**src/hdl/i2crm_pkg.sv**
```systemverilog
`timescale 1ns / 1ps
// ----------------------------------------------------------------------------
// i2crm_pkg
// Item types and fixed codes shared by the I2C register master files.
// ----------------------------------------------------------------------------
package i2crm_pkg;

  // command codes carried in the tick item
  localparam logic [2:0] CMD_TICK    = 3'd0;
  localparam logic [2:0] CMD_RECOVER = 3'd1;
  localparam logic [2:0] CMD_WRITE   = 3'd2;
  localparam logic [2:0] CMD_READ8   = 3'd3;
  localparam logic [2:0] CMD_READ16  = 3'd4;
  localparam logic [2:0] CMD_BURST   = 3'd5;

  // configuration register indexes
  localparam int unsigned CFG_INDEX_W = 1;
  localparam logic [CFG_INDEX_W-1:0] CFG_PHASE_TICKS = 1'b0;
  localparam logic [CFG_INDEX_W-1:0] CFG_RESTART_GAP = 1'b1;
  localparam int unsigned CFG_DATA_W = 12;

  localparam logic [9:0]  PHASE_TICKS_RST = 10'd10;
  localparam logic [11:0] RESTART_GAP_RST = 12'd50;

  typedef struct packed {
    logic [2:0] cmd;
    logic [6:0] dev_addr;
    logic [7:0] reg_addr;
    logic [7:0] write_data;
    logic [7:0] burst_len;
    logic       sda_in;
  } tick_item_t;

  typedef struct packed {
    logic        scl_drive_low;
    logic        sda_drive_low;
    logic        busy_res;
    logic        read_valid;
    logic [15:0] read_value;
    logic        last_read;
  } res_item_t;

endpackage

```
**src/hdl/i2crm_seq.sv**
```systemverilog
`timescale 1ns / 1ps
// ----------------------------------------------------------------------------
// i2crm_seq
// Bus sequencer: latches a command, steps the phase machine once per tick
// and forms the pin drives and read data of that tick.
// ----------------------------------------------------------------------------
module i2crm_seq import i2crm_pkg::*; #(
  parameter int unsigned RECOVERY_PULSES = 9
) (
  input  logic        clk,
  input  logic        rst,
  input  logic        step,
  input  tick_item_t  tick_item,
  input  logic [9:0]  phase_ticks,
  input  logic [11:0] restart_gap_ticks,
  output res_item_t   result
);

  typedef enum logic [3:0] {
    PH_IDLE       = 4'd0,
    PH_REC_HIGH   = 4'd1,
    PH_REC_LOW    = 4'd2,
    PH_START_IDLE = 4'd3,
    PH_START_HOLD = 4'd4,
    PH_TX_LOW     = 4'd5,
    PH_TX_HIGH    = 4'd6,
    PH_GAP        = 4'd7,
    PH_RX_LOW     = 4'd8,
    PH_RX_HIGH    = 4'd9,
    PH_ACK_LOW    = 4'd10,
    PH_ACK_HIGH   = 4'd11,
    PH_STOP_LOW   = 4'd12,
    PH_STOP_HIGH  = 4'd13,
    PH_STOP_DONE  = 4'd14
  } phase_t;

  // which byte of the frame is on the wire
  localparam logic [1:0] TX_ADDR = 2'd0;
  localparam logic [1:0] TX_REG  = 2'd1;
  localparam logic [1:0] TX_DATA = 2'd2;
  localparam logic [1:0] TX_READ = 2'd3;

  phase_t      phase, phase_next, phase_e;
  logic [2:0]  active_cmd, cmd_next, cmd_e;
  logic [11:0] tick_count, tick_next, tick_e;
  logic [3:0]  bit_count, bit_next, bit_e;
  logic [7:0]  shift_byte, shift_next;
  logic [7:0]  bytes_left, left_next, left_e, left_dec;
  logic [7:0]  low_hold, hold_next, hold_e;
  logic [6:0]  dev_addr, dev_next;
  logic [7:0]  reg_addr, reg_next;
  logic [7:0]  wr_data, wr_next;
  logic [1:0]  tx_stage, tx_next, tx_e;
  logic        start, ack;
  logic [11:0] len;
  logic [12:0] tick_inc;
  logic [3:0]  bit_inc;

  always_comb begin
    start = (phase == PH_IDLE) &&
            (tick_item.cmd == CMD_RECOVER || tick_item.cmd == CMD_WRITE ||
             tick_item.cmd == CMD_READ8 || tick_item.cmd == CMD_READ16 ||
             tick_item.cmd == CMD_BURST);

    // state as seen at the start of this tick, after a new command is latched
    phase_e  = phase;
    cmd_e    = active_cmd;
    tick_e   = tick_count;
    bit_e    = bit_count;
    left_e   = bytes_left;
    hold_e   = low_hold;
    tx_e     = tx_stage;
    dev_next = dev_addr;
    reg_next = reg_addr;
    wr_next  = wr_data;
    if (start) begin
      dev_next = tick_item.dev_addr;
      reg_next = tick_item.reg_addr;
      wr_next  = tick_item.write_data;
      cmd_e    = tick_item.cmd;
      tx_e     = TX_ADDR;
      hold_e   = 8'd0;
      tick_e   = 12'd0;
      case (tick_item.cmd)
        CMD_READ8:  left_e = 8'd1;
        CMD_READ16: left_e = 8'd2;
        default:    left_e = tick_item.burst_len;
      endcase
      if (tick_item.cmd == CMD_RECOVER) begin
        bit_e   = 4'(RECOVERY_PULSES - 1);
        phase_e = PH_REC_HIGH;
      end else begin
        phase_e = PH_START_IDLE;
      end
    end

    ack = (left_e > 8'd1);

    // pin drives of the current phase
    result = '0;
    result.busy_res = (phase_e != PH_IDLE);
    case (phase_e)
      PH_REC_LOW, PH_GAP, PH_RX_LOW: result.scl_drive_low = 1'b1;
      PH_START_HOLD, PH_STOP_HIGH:   result.sda_drive_low = 1'b1;
      PH_STOP_LOW: begin
        result.scl_drive_low = 1'b1;
        result.sda_drive_low = 1'b1;
      end
      PH_TX_LOW, PH_TX_HIGH: begin
        result.scl_drive_low = (phase_e == PH_TX_LOW);
        result.sda_drive_low = (bit_e < 4'd8) && !shift_byte[7];
      end
      PH_ACK_LOW: begin
        result.scl_drive_low = 1'b1;
        result.sda_drive_low = ack;
      end
      PH_ACK_HIGH: result.sda_drive_low = ack;
      default: ;
    endcase

    phase_next = phase_e;
    cmd_next   = cmd_e;
    tick_next  = tick_e;
    bit_next   = bit_e;
    shift_next = shift_byte;
    left_next  = left_e;
    hold_next  = hold_e;
    tx_next    = tx_e;

    len      = (phase_e == PH_GAP) ? restart_gap_ticks
             : (phase_ticks == 10'd0) ? 12'd1 : {2'b00, phase_ticks};
    tick_inc = {1'b0, tick_e} + 13'd1;
    bit_inc  = bit_e + 4'd1;
    left_dec = (left_e != 8'd0) ? left_e - 8'd1 : 8'd0;

    if (phase_e != PH_IDLE) begin
      if (tick_inc < {1'b0, len}) begin
        tick_next = tick_inc[11:0];
      end else begin
        tick_next = 12'd0;
        case (phase_e)
          PH_REC_HIGH: phase_next = PH_REC_LOW;
          PH_REC_LOW: begin
            if (bit_e == 4'd0) begin
              phase_next = PH_STOP_LOW;
            end else begin
              bit_next   = bit_e - 4'd1;
              phase_next = PH_REC_HIGH;
            end
          end
          PH_START_IDLE: phase_next = PH_START_HOLD;
          PH_START_HOLD: begin
            shift_next = {dev_next, tx_e == TX_READ};
            bit_next   = 4'd0;
            phase_next = PH_TX_LOW;
          end
          PH_TX_LOW: phase_next = PH_TX_HIGH;
          PH_TX_HIGH: begin
            if (bit_e < 4'd8) begin
              shift_next = {shift_byte[6:0], 1'b0};
            end
            bit_next = bit_inc;
            if (bit_inc < 4'd9) begin
              phase_next = PH_TX_LOW;
            end else if (tx_e == TX_ADDR) begin
              tx_next    = TX_REG;
              shift_next = reg_next;
              bit_next   = 4'd0;
              phase_next = PH_TX_LOW;
            end else if (tx_e == TX_REG) begin
              if (cmd_e == CMD_WRITE) begin
                tx_next    = TX_DATA;
                shift_next = wr_next;
                bit_next   = 4'd0;
                phase_next = PH_TX_LOW;
              end else begin
                tx_next = TX_READ;
                // a zero gap goes straight to the repeated start
                phase_next = (restart_gap_ticks == 12'd0) ? PH_START_IDLE : PH_GAP;
              end
            end else if (tx_e == TX_READ && left_e != 8'd0) begin
              bit_next   = 4'd0;
              shift_next = 8'd0;
              phase_next = PH_RX_LOW;
            end else begin
              phase_next = PH_STOP_LOW;
            end
          end
          PH_GAP:    phase_next = PH_START_IDLE;
          PH_RX_LOW: phase_next = PH_RX_HIGH;
          PH_RX_HIGH: begin
            shift_next = {shift_byte[6:0], tick_item.sda_in};
            bit_next   = bit_inc;
            phase_next = (bit_inc >= 4'd8) ? PH_ACK_LOW : PH_RX_LOW;
          end
          PH_ACK_LOW: phase_next = PH_ACK_HIGH;
          PH_ACK_HIGH: begin
            if (cmd_e == CMD_READ16 && left_e > 8'd1) begin
              hold_next = shift_byte;
            end else begin
              result.read_valid = 1'b1;
              result.last_read  = (left_e <= 8'd1);
              result.read_value = (cmd_e == CMD_READ16) ? {shift_byte, hold_e}
                                                        : {8'd0, shift_byte};
            end
            left_next = left_dec;
            if (left_dec == 8'd0) begin
              phase_next = PH_STOP_LOW;
            end else begin
              bit_next   = 4'd0;
              shift_next = 8'd0;
              phase_next = PH_RX_LOW;
            end
          end
          PH_STOP_LOW:  phase_next = PH_STOP_HIGH;
          PH_STOP_HIGH: phase_next = PH_STOP_DONE;
          default:      phase_next = PH_IDLE;
        endcase
      end
    end
  end

  always_ff @(posedge clk) begin
    if (rst) begin
      phase      <= PH_IDLE;
      active_cmd <= 3'd0;
      tick_count <= 12'd0;
      bit_count  <= 4'd0;
      shift_byte <= 8'd0;
      bytes_left <= 8'd0;
      low_hold   <= 8'd0;
      dev_addr   <= 7'd0;
      reg_addr   <= 8'd0;
      wr_data    <= 8'd0;
      tx_stage   <= TX_ADDR;
    end else if (step) begin
      phase      <= phase_next;
      active_cmd <= cmd_next;
      tick_count <= tick_next;
      bit_count  <= bit_next;
      shift_byte <= shift_next;
      bytes_left <= left_next;
      low_hold   <= hold_next;
      dev_addr   <= dev_next;
      reg_addr   <= reg_next;
      wr_data    <= wr_next;
      tx_stage   <= tx_next;
    end
  end

endmodule

```
**src/hdl/i2c_register_master_core.sv**
```systemverilog
`timescale 1ns / 1ps
// ----------------------------------------------------------------------------
// i2c_register_master_core
// Open-drain I2C register master stepped once per tick item, with a result
// register and a skid stage on the output side.
// ----------------------------------------------------------------------------
//  channel   signals                                 direction  item
//  tick      tick_valid, tick_stall, tick_item       in         one timing tick
//  result    res_valid, res_stall, res_item          out        pin drives, data
//  config    cfg_valid, cfg_ready, cfg_index, cfg_data  in      register write
//
//  one tick item taken per clock while tick_stall is low; result is registered
//  the sequencer state register closes the phase machine loop
//  tick_stall rises only when the skid stage holds a result (output stalled)
//  rst is synchronous: bus idle, phase_ticks 10, restart_gap_ticks 50
//  config writes are always ready and expected only while the bus is idle
// ----------------------------------------------------------------------------
module i2c_register_master_core import i2crm_pkg::*; #(
  parameter int unsigned RECOVERY_PULSES = 9
) (
  input  logic                   clk,
  input  logic                   rst,
  input  logic                   tick_valid,
  output logic                   tick_stall,
  input  tick_item_t             tick_item,
  output logic                   res_valid,
  input  logic                   res_stall,
  output res_item_t              res_item,
  input  logic                   cfg_valid,
  output logic                   cfg_ready,
  input  logic [CFG_INDEX_W-1:0] cfg_index,
  input  logic [CFG_DATA_W-1:0]  cfg_data
);

  logic [9:0]  phase_ticks;
  logic [11:0] restart_gap_ticks;
  logic        accept;
  logic        main_free;
  logic        skid_valid;
  res_item_t   skid_item;
  res_item_t   result;

  assign cfg_ready  = 1'b1;
  assign tick_stall = skid_valid;
  assign accept     = tick_valid && !skid_valid;
  assign main_free  = !res_valid || !res_stall;

  always_ff @(posedge clk) begin
    if (rst) begin
      phase_ticks       <= PHASE_TICKS_RST;
      restart_gap_ticks <= RESTART_GAP_RST;
    end else if (cfg_valid && cfg_ready) begin
      case (cfg_index)
        CFG_PHASE_TICKS: phase_ticks       <= cfg_data[9:0];
        CFG_RESTART_GAP: restart_gap_ticks <= cfg_data[11:0];
        default: ;
      endcase
    end
  end

  i2crm_seq #(
    .RECOVERY_PULSES(RECOVERY_PULSES)
  ) u_seq (
    .clk               (clk),
    .rst               (rst),
    .step              (accept),
    .tick_item         (tick_item),
    .phase_ticks       (phase_ticks),
    .restart_gap_ticks (restart_gap_ticks),
    .result            (result)
  );

  // result register with skid stage
  always_ff @(posedge clk) begin
    if (rst) begin
      res_valid  <= 1'b0;
      skid_valid <= 1'b0;
    end else if (skid_valid) begin
      if (main_free) begin
        res_valid  <= 1'b1;
        skid_valid <= 1'b0;
      end
    end else if (main_free) begin
      res_valid <= accept;
    end else if (accept) begin
      skid_valid <= 1'b1;
    end
  end

  always_ff @(posedge clk) begin
    if (skid_valid) begin
      if (main_free) begin
        res_item <= skid_item;
      end
    end else if (main_free) begin
      if (accept) begin
        res_item <= result;
      end
    end else if (accept) begin
      skid_item <= result;
    end
  end

endmodule

```
**config.mk**
```make
export PLATFORM = sky130hd
export DESIGN_NAME = i2c_register_master_core
export DESIGN_NICKNAME = d
export VERILOG_FILES = /design/src/hdl/i2crm_pkg.sv /design/src/hdl/i2crm_seq.sv /design/src/hdl/i2c_register_master_core.sv
export SDC_FILE = /design/constraint.sdc
export NUM_CORES = 1
export LEC_CHECK = 0
export BUFFER_PORTS_ARGS = -buffer_cell sky130_fd_sc_hd__buf_2
export CAP_MARGIN = 15
export CORE_ASPECT_RATIO = 0.75
export CORE_UTILIZATION = 55
export CTS_CLUSTER_SIZE = 8
export DETAILED_ROUTE_END_ITERATION = 12
export HOLD_SLACK_MARGIN = 0.03
export PLACE_DENSITY = 0.75
export SLEW_MARGIN = 20
export SYNTH_ARGS = -nofsm -noshare
export SYNTH_HDL_FRONTEND = slang
export SYNTH_HIERARCHICAL = 1
export SYNTH_SLANG_ARGS = --single-unit
```
**constraint.sdc**
```tcl
create_clock -name clk -period 14.55 [get_ports clk]
set_input_delay 0.7275 -clock clk [delete_from_list [all_inputs] [get_ports clk]]
set_output_delay 0.7275 -clock clk [all_outputs]
set_load 0.01 [all_outputs]
```
# Yosys cells after proc, flatten, opt, wreduce, memory -nomap -nowiden
# Index checks and enable logic that the tools add are counted.
# op_classes
addsub,4
magnitude_cmp,6
eq_ne,23
n_mux,80
n_bitwise,4
reduce_logical,33
# op_table
cell,count
$mux 8,19
$mux 21,4
$mux 4,19
$mux 18,4
$pmux 4 s13,1
$mux 12,4
$pmux 8 s4,1
$eq 4x4->1 const B,6
$pmux 4 s5,1
$mux 2,9
$eq 4x3->1 const B,4
$mux 16,1
$pmux 8 s2,1
$add 12x1->13 const B,1
$lt 13x12->1,1
$logic_not 12->1,1
$mux 3,4
$logic_not 10->1,1
$mux 10,1
$eq 3x2->1 const B,3
$eq 3x3->1 const B,3
$eq 4x2->1 const B,2
$gt 8x1->1 const B,1
$le 8x1->1 const B,1
other kinds (30),57
# word_totals
reg_bits,138
in_bits,53
output_inout_bits,24
word_cells,177

# Depth between registers and ports, before layout
# logic_depth
depth_word,16
depth_mapped,24
depth_no_buf,18

# Cells and area by module
# Netlist, hierarchy kept.
# by_module_without_submodules
module,instances,cells_each,area_each_um2,seq_area_each_um2
i2crm_seq,1,769,5380.2,1441.4
i2c_register_master_core,1,165,2521.2,1741.7

# Least setup slack after synthesis
# Ideal clock, no wire load.
# synth_timing
kind,in2reg
from,input port tick_item[34] (netlist name)
to,register res_item[1] (netlist name) (data pin)
setup_ns,0.260
t_arrival_ns,5.272
t_required_ns,14.290
path_slack_ns,9.019
stages,22
path_buffers,6
cell_sequence,clkbuf_1 nor3_1 or3_4 buf_6 clkbuf_1 buf_1 and2_1 ha_1 nand3_1 or3_1 a21oi_1 ha_1 a21o_1 a21oi_1 o41ai_1 nor4b_2 or2_2 buf_2 nand2b_1 clkbuf_1 a21oi_1 mux2_2
# synth_rtl
item,line_no,rtl
from (decl),i2c_register_master_core.sv:25,"input tick_item_t tick_item,"
to (signal assigned),i2c_register_master_core.sv:93,res_item <= skid_item;
to (signal assigned),i2c_register_master_core.sv:97,res_item <= result;
to (decl),i2c_register_master_core.sv:28,"output res_item_t res_item,"

==> results_dict.tcl <==
set metrics [dict create \
    crit_type "reg -> reg" \
    synth-warning-count 6 \
    clockPowerShare_pct 39.8 \
    hold_viol_final 0 \
    p_switching_uw 282 \
    fp.dieH_um 106 \
    synth_top_area_share_pct 24.3 \
    post-route-period-util_pct 39.7 \
    combPwrFrac_pct 16.0 \
    syn2layout_area_growth_pct 11.6 \
    tightest_slew_ns 1.07 \
    nets 1046 \
    antenna_found_initial 0 \
    hold_buffers 0 \
    power.density_nw_per_um2 110 \
    fin_skew_ns 0.0105 \
    root_buffer "clkbuf_16" \
    cts_resized 0 \
    r2r_start "u_seq/phase[3]$_SDFFE_PP0P_" \
    routed_wl_um 19900 \
    setup_viol 0 \
    synth_most_common_cell "nand2_1" \
    syn_nets 1004 \
    drv_slew 0 \
    ys_top_cells_by_count "nand2_1 (154), dfxtp_1 (96), a21oi_1 (81), nor2_1 (61), nand3_1 (46)" \
    vias_per_cell 6.18 \
    grt_max_degree 70 \
    rsz0062_at_grt "false" \
    cts_sinks 138 \
    cts_tree "built" \
    ys.flop_type "dfxtp_1" \
    grt_pass1_wl_um 32600 \
    post-place-ws_ns 8.58 \
    die_width_um 140 \
    seq_power_share_pct 44.2 \
    asyncSetResetFlopFracSynth_pct 0 \
    fmaxAchievable_ghz 0.173 \
    yosysTopAreaCell "dfxtp_1" \
    synth_edf_count 42 \
    core_um2 13900 \
    avgSynthCellArea_um2 8.46 \
    ys_ff_latch 138 \
    clk_pin_slew_ns 0.06 \
    hpwl_um 13700 \
    cts_made_buffers 17 \
    min-delay-start "u_seq/wr_data[4]$_SDFFE_PP0P_" \
    finalSetupTns_ns 0 \
    synthTopCellsByArea "dfxtp_1 (24%), edfxtp_1 (16%), nand2_1 (7.3%), a21oi_1 (5.1%), mux2i_1 (3.4%)" \
    gr-total-overflow 0 \
    clock_latency_ns 0.42 \
    track_usage_pct 27.6 \
    arrival_ns 5.95 \
    vias 7198 \
    finalCriticalPeriod_ns 5.78 \
    power_uw 966 \
    ioPinCount 77 \
    start_util_pct 56.9 \
    first_iter_violations 807 \
    gp_congestion 0.918 \
    worstSetupStartpoint "u_seq/phase[3]$_SDFFE_PP0P_" \
    die-area_um2 14900 \
    antenna_cells 0 \
    status "finished, final reports clean" \
    seq_area_frac_synth_pct 40.3 \
    critical_path_required_ns 14.72 \
    power.internal_uw 684 \
    syn_inst 934 \
    drv_cap 0 \
    ys_types 81 \
    peakVddDrop_mv 0.0669 \
    final_layout_size_suffix_gt1_share_pct 16.5 \
    wl_per_cell_um 17.1 \
    core.rowCount 37 \
    post-route-drc-count 0 \
    end_kind "register" \
    clockBufferDepth 2 \
    h-tree-depth 4 \
    drtPass1Iterations 5 \
    syn_area_um2 7900 \
    cellLeakagePower_nw 3.28 \
    port_buffers 75 \
    worst_slack_ns 8.77 \
    hold_path_class "reg -> reg" \
    antenna_left 0 \
    cp_max_fo 39 \
    worst_setup_path_start_kind "register" \
    cts_setup_buffers 0 \
    switching_share_pct 29.2 \
    slew_headroom_pct 28.3 \
    grt_pass1_vias 6327 \
]
[per-layer routing]
| layer | global-route usage [%] | vias up | share of wire, % |
|---|---|---|---|
| met5 | 0 | - | 0 |
| met4 | 7.69 | 0 | 0.96 |
| met3 | 5.18 | 19 | 7.8 |
| met2 | 39.2 | 320 | 42 |
| met1 | 42.2 | 3363 | 49 |
| li1 | - | 3496 | - |
[final timing paths]
kind | end | slack [ns] | cells after the start
max | res_item[4]$_DFFE_PP_ | 8.77 | 18
min | u_seq/wr_data[4]$_SDFFE_PP0P_ | 0.45 | 2
max reg2reg | res_item[4]$_DFFE_PP_ | 8.77 | 18
min reg2reg | u_seq/wr_data[4]$_SDFFE_PP0P_ | 0.45 | 2
[layout by cell type (no fill, tap or decap), drive strengths merged, types with 4 or more instances in the layout]
master,synthesis,routed
clkinvlp,0,5
nand2b,28,28
o21ai,37,37
mux2,21,21
edfxtp,42,42
o22ai,8,8
a31oi,19,19
nor2,62,62
o211ai,6,6
or2,7,7
ha,17,17
xor2,9,9
nand3,46,46
a22o,9,9
buf,23,83
or3,13,13
a21oi,82,82
mux2i,27,27
a21o,5,5
nand4,16,16
a221oi,9,9
clkbuf,37,18
a211oi,11,11
a211o,4,4
and2,10,10
nand2,155,155
a222oi,4,4
inv,25,28
o32ai,6,6
dfxtp,96,96
nor4,12,12
nor3,27,27
nor2b,6,6
and3,6,6
clkinv,0,6
[cell type report]
cell class	instances	area, µm²
clock buffer	18	429
clock inverter	14	98.8
fill	1213	5070
inverter	25	93.8
multi-input combinational	711	4360
sequential	138	3180
tap	175	219
timing repair buffer	83	435
[metrics by stage]
stage | hold slack [ns] | instances | utilization (%) | cell area, µm²
after floorplan | 0.433 | 934 | - | 7900
after global placement | 0.442 | 1132 | 59.7 | 8290
after detailed placement | 0.447 | 1132 | 59.7 | 8290
after CTS | 0.456 | 1164 | 63.5 | 8810
after global routing | 0.471 | 1164 | 63.5 | 8820
final | 0.455 | 1164 | 63.5 | 8820
[sequential cells by signal, indices dropped and copies added, names as in the netlist, 4 cells and up]
register           flops
res_item              21
skid_item             21
restart_gap_ticks     12
u_seq/tick_count      12
phase_ticks           10
u_seq/bytes_left       8
u_seq/low_hold         8
u_seq/reg_addr         8
u_seq/shift_byte       8
u_seq/wr_data          8
u_seq/dev_addr         7
u_seq/bit_count        4
u_seq/phase            4
[worst max-delay path, stage by stage, from the launching register on]
cell,delay (ns)
dfxtp_1,0.48
or4_4,0.74
or3_4,0.65
and2_1,0.25
ha_1,0.28
nand2_1,0.10
xor2_1,0.15
nor2_1,0.07
ha_1,0.33
a21o_1,0.19
a21o_1,0.17
a21oi_1,0.17
nor2_1,0.10
nor4b_4,0.24
buf_4,0.32
or2_2,0.43
nand2b_1,0.42
a21oi_1,0.12
mux2_2,0.28
[logic make-up (layout without fill, tap and decap cells)]
| family | count (synthesis) | count (layout) | share of synthesized area [%] |
|---|---|---|---|
| xor gates and xnor gates | 12 | 12 | 1.33 |
| AOI/OAI and AO/OA | 231 | 231 | 19.3 |
| muxes | 48 | 48 | 6.41 |
| other | 1 | 1 | 0.0475 |
| DFF | 138 | 138 | 40.3 |
| and+or+nand+nor | 402 | 402 | 25.1 |
| adders and majority gates | 17 | 17 | 2.69 |
| buffers and inverters | 85 | 140 | 4.85 |
[power by group through the flow]
stage	registers (mW)	clock network [mW]	logic [mW]
finish	0.427	0.384	0.155
floorplan	0.430	0	0.114
global placement	0.434	0	0.149
CTS	0.426	0.391	0.152
global route	0.428	0.407	0.170
detailed placement	0.434	0	0.150
Note: power is estimated with default switching activity, not from simulation.
